**config.mk**
```make
export PLATFORM = sky130hd
export DESIGN_NAME = onot_close
export DESIGN_NICKNAME = d
export VERILOG_FILES = /design/src/onot_pkg.sv /design/src/onot_close.sv
export SDC_FILE = /design/constraint.sdc
export NUM_CORES = 1
export LEC_CHECK = 0
export ABC_AREA = 1
export BUFFER_PORTS_ARGS = -buffer_cell sky130_fd_sc_hd__buf_2
export CAP_MARGIN = 0
export CELL_PAD_IN_SITES_DETAIL_PLACEMENT = 0
export CELL_PAD_IN_SITES_GLOBAL_PLACEMENT = 2
export CORE_MARGIN = 1
export CORE_UTILIZATION = 28
export DETAILED_ROUTE_END_ITERATION = 6
export GPL_TIMING_DRIVEN = 0
export PLACE_DENSITY_LB_ADDON = 0.05
export SYNTH_ARGS = -nofsm -noshare
export SYNTH_HDL_FRONTEND = slang
export SYNTH_SLANG_ARGS = --single-unit
```
**constraint.sdc**
```tcl
create_clock -name vclk -period 16.7
set_input_delay 3.34 -clock vclk [all_inputs]
set_output_delay 3.34 -clock vclk [all_outputs]
set_load 0.01 [all_outputs]
```
**src/onot_pkg.sv**
```systemverilog
`timescale 1ns / 1ps

package onot_pkg;

  localparam int FRAME_W = 20;
  localparam int SHIFT_W = 16;
  localparam int PROB_W  = 16;
  localparam int VEL_W   = 16;

  // config register indexes
  typedef enum logic [1:0] {
    REG_PROB_THRESHOLD = 2'd0,
    REG_MAX_NOTE_FRAMES = 2'd1,
    REG_LOWEST_NOTE = 2'd2,
    REG_VELOCITY_GAIN = 2'd3
  } cfg_reg_t;

  localparam logic [15:0] PROB_THRESHOLD_RST  = 16'd6554;
  localparam logic [15:0] MAX_NOTE_FRAMES_RST = 16'd600;
  localparam logic [6:0]  LOWEST_NOTE_RST     = 7'd21;
  localparam logic [7:0]  VELOCITY_GAIN_RST   = 8'd128;

  typedef struct packed {
    logic [15:0] prob_threshold;
    logic [15:0] max_note_frames;
    logic [6:0]  lowest_note;
    logic [7:0]  velocity_gain;
  } cfg_t;

  typedef struct packed {
    logic [6:0]         pitch;
    logic [FRAME_W-1:0] frame_index;
    logic               onset_peak;
    logic               offset_peak;
    logic [PROB_W-1:0]  frame_prob;
    logic [SHIFT_W-1:0] on_shift;
    logic [SHIFT_W-1:0] off_shift;
    logic [VEL_W-1:0]   velocity_norm;
    logic               last_frame;
  } item_t;

  typedef struct packed {
    logic [FRAME_W-1:0] frame;
    logic [SHIFT_W-1:0] shift;
    logic [VEL_W-1:0]   velocity;
  } open_rec_t;

  typedef struct packed {
    logic [FRAME_W-1:0] frame;
    logic [SHIFT_W-1:0] shift;
  } off_rec_t;

  typedef struct packed {
    logic [7:0]         note_num;
    logic [FRAME_W-1:0] start_frame;
    logic [FRAME_W-1:0] end_frame;
    logic [SHIFT_W-1:0] start_shift;
    logic [SHIFT_W-1:0] end_shift;
    logic [7:0]         note_velocity;
  } note_t;

  // per-pitch state update for one word
  typedef struct packed {
    logic      open_we;
    logic      off_we;
    logic      flag_we;
    logic      open_val;
    logic      seen_val;
    open_rec_t open_rec;
    off_rec_t  off_rec;
  } upd_t;

endpackage

```
**src/onot_close.sv**
```systemverilog
`timescale 1ns / 1ps

module onot_close import onot_pkg::*; (
  input  item_t     item,
  input  logic      in_range,
  input  logic      open_flag,
  input  logic      seen_flag,
  input  open_rec_t open_rec,
  input  off_rec_t  off_rec,
  input  cfg_t      cfg,
  output logic      res_valid,
  output note_t     res,
  output upd_t      upd
);

  logic [FRAME_W-1:0] fi;
  logic [FRAME_W-1:0] bgn;
  logic [FRAME_W-1:0] span;
  logic               seen_n;
  off_rec_t           off_n;
  logic signed [FRAME_W:0] before_d;
  logic signed [FRAME_W:0] after_d;
  logic [23:0]        vel_prod;

  assign fi = item.frame_index;
  assign bgn = open_rec.frame;
  assign span = fi - bgn;
  assign vel_prod = 24'(open_rec.velocity) * 24'(cfg.velocity_gain);

  always_comb begin
    seen_n = seen_flag;
    off_n = off_rec;
    if (item.offset_peak && !seen_flag) begin
      seen_n = 1'b1;
      off_n.frame = fi;
      off_n.shift = item.off_shift;
    end
  end

  assign before_d = $signed({1'b0, off_n.frame}) - $signed({1'b0, bgn});
  assign after_d = $signed({1'b0, fi}) - $signed({1'b0, off_n.frame});

  always_comb begin
    res_valid = 1'b0;
    res.note_num = 8'(item.pitch) + 8'(cfg.lowest_note);
    res.start_frame = open_rec.frame;
    res.end_frame = fi;
    res.start_shift = open_rec.shift;
    res.end_shift = item.off_shift;
    // product of 16 and 8 bits: top byte never exceeds 255
    res.note_velocity = vel_prod[23:16];
    upd.open_we = 1'b0;
    upd.off_we = 1'b0;
    upd.flag_we = 1'b0;
    upd.open_val = 1'b0;
    upd.seen_val = 1'b0;
    upd.open_rec.frame = fi;
    upd.open_rec.shift = item.on_shift;
    upd.open_rec.velocity = item.velocity_norm;
    upd.off_rec = off_n;
    if (in_range) begin
      if (item.onset_peak) begin
        // re-onset closes the open note one frame early
        res_valid = open_flag;
        res.end_frame = (fi == '0) ? '0 : fi - 1'b1;
        res.end_shift = '0;
        upd.open_we = 1'b1;
        upd.flag_we = 1'b1;
        upd.open_val = 1'b1;
        upd.seen_val = 1'b0;
      end else if (open_flag && (fi > bgn)) begin
        upd.off_we = item.offset_peak && !seen_flag;
        upd.flag_we = 1'b1;
        upd.open_val = 1'b1;
        upd.seen_val = seen_n;
        if (item.frame_prob <= cfg.prob_threshold) begin
          res_valid = 1'b1;
          upd.open_val = 1'b0;
          upd.seen_val = 1'b0;
          if (seen_n && (before_d > after_d)) begin
            res.end_frame = off_n.frame;
            res.end_shift = off_n.shift;
          end
        end else if ((span >= FRAME_W'(cfg.max_note_frames)) || item.last_frame) begin
          res_valid = 1'b1;
          upd.open_val = 1'b0;
          upd.seen_val = 1'b0;
        end
      end
    end
  end

endmodule

```
==> impl_results.md <==
- Met3 GRT Util: 0.0289
- # setup viols final: 0
- Top cells by area, synth: ha_1 (17%), nand2_1 (16%), fa_1 (15%)
- Pwr dens: ~61 nW/um^2
- Sw Share: 0.614
- Worst hold stages: 2
- Status: completed
- # rows: 73
- Initial Utilization: 0.285
- Pin count of the biggest net entering global routing: 11
- I/O Buffers: 346
- Final ANT Viol Nets: 0
- Initial antenna violation count: 1
- M2 GR Usage: 0.413
- Residual DRC count: 0
- Detailed placement HPWL: 43200 um
- Core ar.: 39900 um^2
- Seq/Total Area, Yosys: 0
- Total Power: 839 uW
- Layout clock buffers: 0
- Net Sw Power: 515 uW
- Area leader, netlist: ha_1
- Worst Hold End: upd[37]
- Drt first pass iters: 6
- Met1 Usage GRT: 0.291
- Layout Area Growth over Synthesis: 21.0%
- Final period utilization: 0.779
- Kind of critical path: primary input to primary output
- Gr usage total: 0.232
- Arrival time of the worst setup path: 9.67 ns
- Worst Tran Pin Value: roughly 1.0 ns
- Setup WS pre-CTS: 3.81 ns
- HP Start: item[2]
- RD Place Congestion: just over 0.9
- Post-synth top area share: 0.167
- Hold_ws: about 6.9 ns
- Critical Path Max Stage Delay: 0.52 ns
- Fmax: slightly below 0.08 GHz
- First-pass GRT wire length: 73700 um
- Worst VDD drop: 0.0701 mV
- Mapped Area: between 10000 and 15000 um^2
- Dpl cells: approximately 2700
- Slew Limit Fails: 0
- Vias per inst: approximately 4.7
- Netlist cell types: 50
- Final WL: about 50000 um
- Seq Cell Count: 0
- Die H: 204 um
- HP Class: primary input to primary output
- Maxcap violations: 0
- RSZ-0062 raised after global routing: no
- Global route overflow: 0
- FF+latch area: 0 um^2
- Vias: 12813
- Slew HR: 0.327
- Post-CTS setup buffer count: 0
- Worst setup EP type: primary output
- Post-cts hold buffer count: 0
- Syn nets: 2339
- Busiest grt layer: met2
- Internal power: 323 uW
- Vias in the first global route: 12718
- Setup TNS: 0 ns
- Layout Cells excl Fill: approximately 2700
- Worst setup SP type: primary input
- Die X: 204 um
- Final Hold Fails: 0
- Register share of total power: 0
- Logic gate share of total power: 1.000
- N_diodes: 0
- Layout cell share with drive strength beyond 1: 0.223
- # IOs: 414
- Die area: 41500 um^2
- Clock power frac: 0
- Number of synthesis warnings: 0
- Post-Syn Area per Cell: between 6 and 7 um^2
- LEAKAGE: 8.35 nW
- Resized cells post-CTS: 0
- Critical-path maximum fanout: 10
- Final worst setup slack: approximately 3.7 ns
- Wirelength per Cell: 17.8 um
- Crit path required time: ~13 ns
- CP dominant cell by count: nand2_1
- Final worst path period need: 13.01 ns
- Iter 0 DRT Violations: about 720
- Post-synthesis cell count: ~1900
- Slowest stage cell, crit path: clkbuf_1
- Final nets: ~2700
==> final cells by class <==
type	instances	area, um^2
inverter	353	1330
timing repair buffer	346	1730
tap	525	657
buffer	142	912
fill	4648	26100
multi-input combinational	1374	9140
==> cell usage in the layout (no fill, tap or decap), drive strengths merged, types with 3 or more instances in the layout <==
master | netlist | final
nand2 | 478 | 478
buf | 101 | 447
inv | 352 | 352
ha | 152 | 152
a21oi | 144 | 144
nor2 | 131 | 131
o21ai | 94 | 94
nand3 | 88 | 88
fa | 86 | 86
xor2 | 63 | 63
clkbuf | 41 | 41
nand4 | 40 | 40
nor3 | 25 | 25
xnor2 | 15 | 15
o21bai | 13 | 13
a21o | 10 | 10
or2 | 10 | 10
a31oi | 4 | 4
o21a | 4 | 4
and2 | 3 | 3
nand3b | 3 | 3
a21boi | 3 | 3
==> critical path, delay by kind of cell <==
family / cells / cell delay, ns
AO/OA/AOI/OAI: 4 / 0.88
adder cells (fa/ha/maj): 2 / 0.73
buffers and inverters: 9 / 1.95
AND/OR/NAND/NOR: 19 / 2.74
==> through the flow <==
step / area (um^2) / util
detailed placement: 13800 / 0.345
finish: 13800 / 0.345
global placement: 13800 / 0.345
CTS: 13800 / 0.345
global route: 13800 / 0.345
floorplan: 11400 / -
==> routing by layer <==
metal / up-vias / wire length [um]
met3: 65 / 2900
met5: - / 12
li1: 6489 / -
met4: 2 / 1550
met2: 426 / 23100
met1: 5831 / 21100
==> worst max path at each step <==
stage / cells past startpoint / to / slack [ns] / from
after global routing: 34 / res[53] / 3.15 / seen_flag
final: 34 / res[54] / 3.69 / seen_flag
after global placement: 33 / res[53] / 3.78 / item[65]
after CTS: 33 / res[53] / 3.79 / item[65]
after floorplan: 18 / res[7] / 5.89 / cfg[5]
after detailed placement: 33 / res[53] / 3.81 / item[65]
==> synthesized netlist by cell type, types with 3 or more instances <==
library cell / count
nand2_1: 474
inv_1: 344
ha_1: 152
a21oi_1: 134
nor2_1: 129
buf_4: 88
fa_1: 86
nand3_1: 84
o21ai_0: 65
xor2_1: 62
nand4_1: 40
clkbuf_1: 39
nor3_1: 24
o21ai_1: 24
xnor2_1: 15
o21bai_1: 13
a21o_1: 10
a21oi_2: 10
or2_2: 9
buf_2: 7
inv_2: 7
buf_6: 5
o21ai_2: 5
a31oi_1: 4
o21a_1: 4
and2_1: 3
nand3_2: 3
==> power by group through the flow <==
stage / clock network (mW) / registers (mW) / logic, mW
floorplan: 0 / 0 / 0.573
global placement: 0 / 0 / 0.839
detailed placement: 0 / 0 / 0.842
CTS: 0 / 0 / 0.849
global route: 0 / 0 / 0.959
finish: 0 / 0 / 0.839
==> cell families after synthesis <==
kind of cell | synth area share
and+or+nand+nor | 0.289
xor gates and xnor gates | 0.0607
adders and majority gates | 0.318
AOI/OAI and AO/OA | 0.135
buffers and inverters | 0.197
No activity file was read; power rests on OpenSTA's default activity.
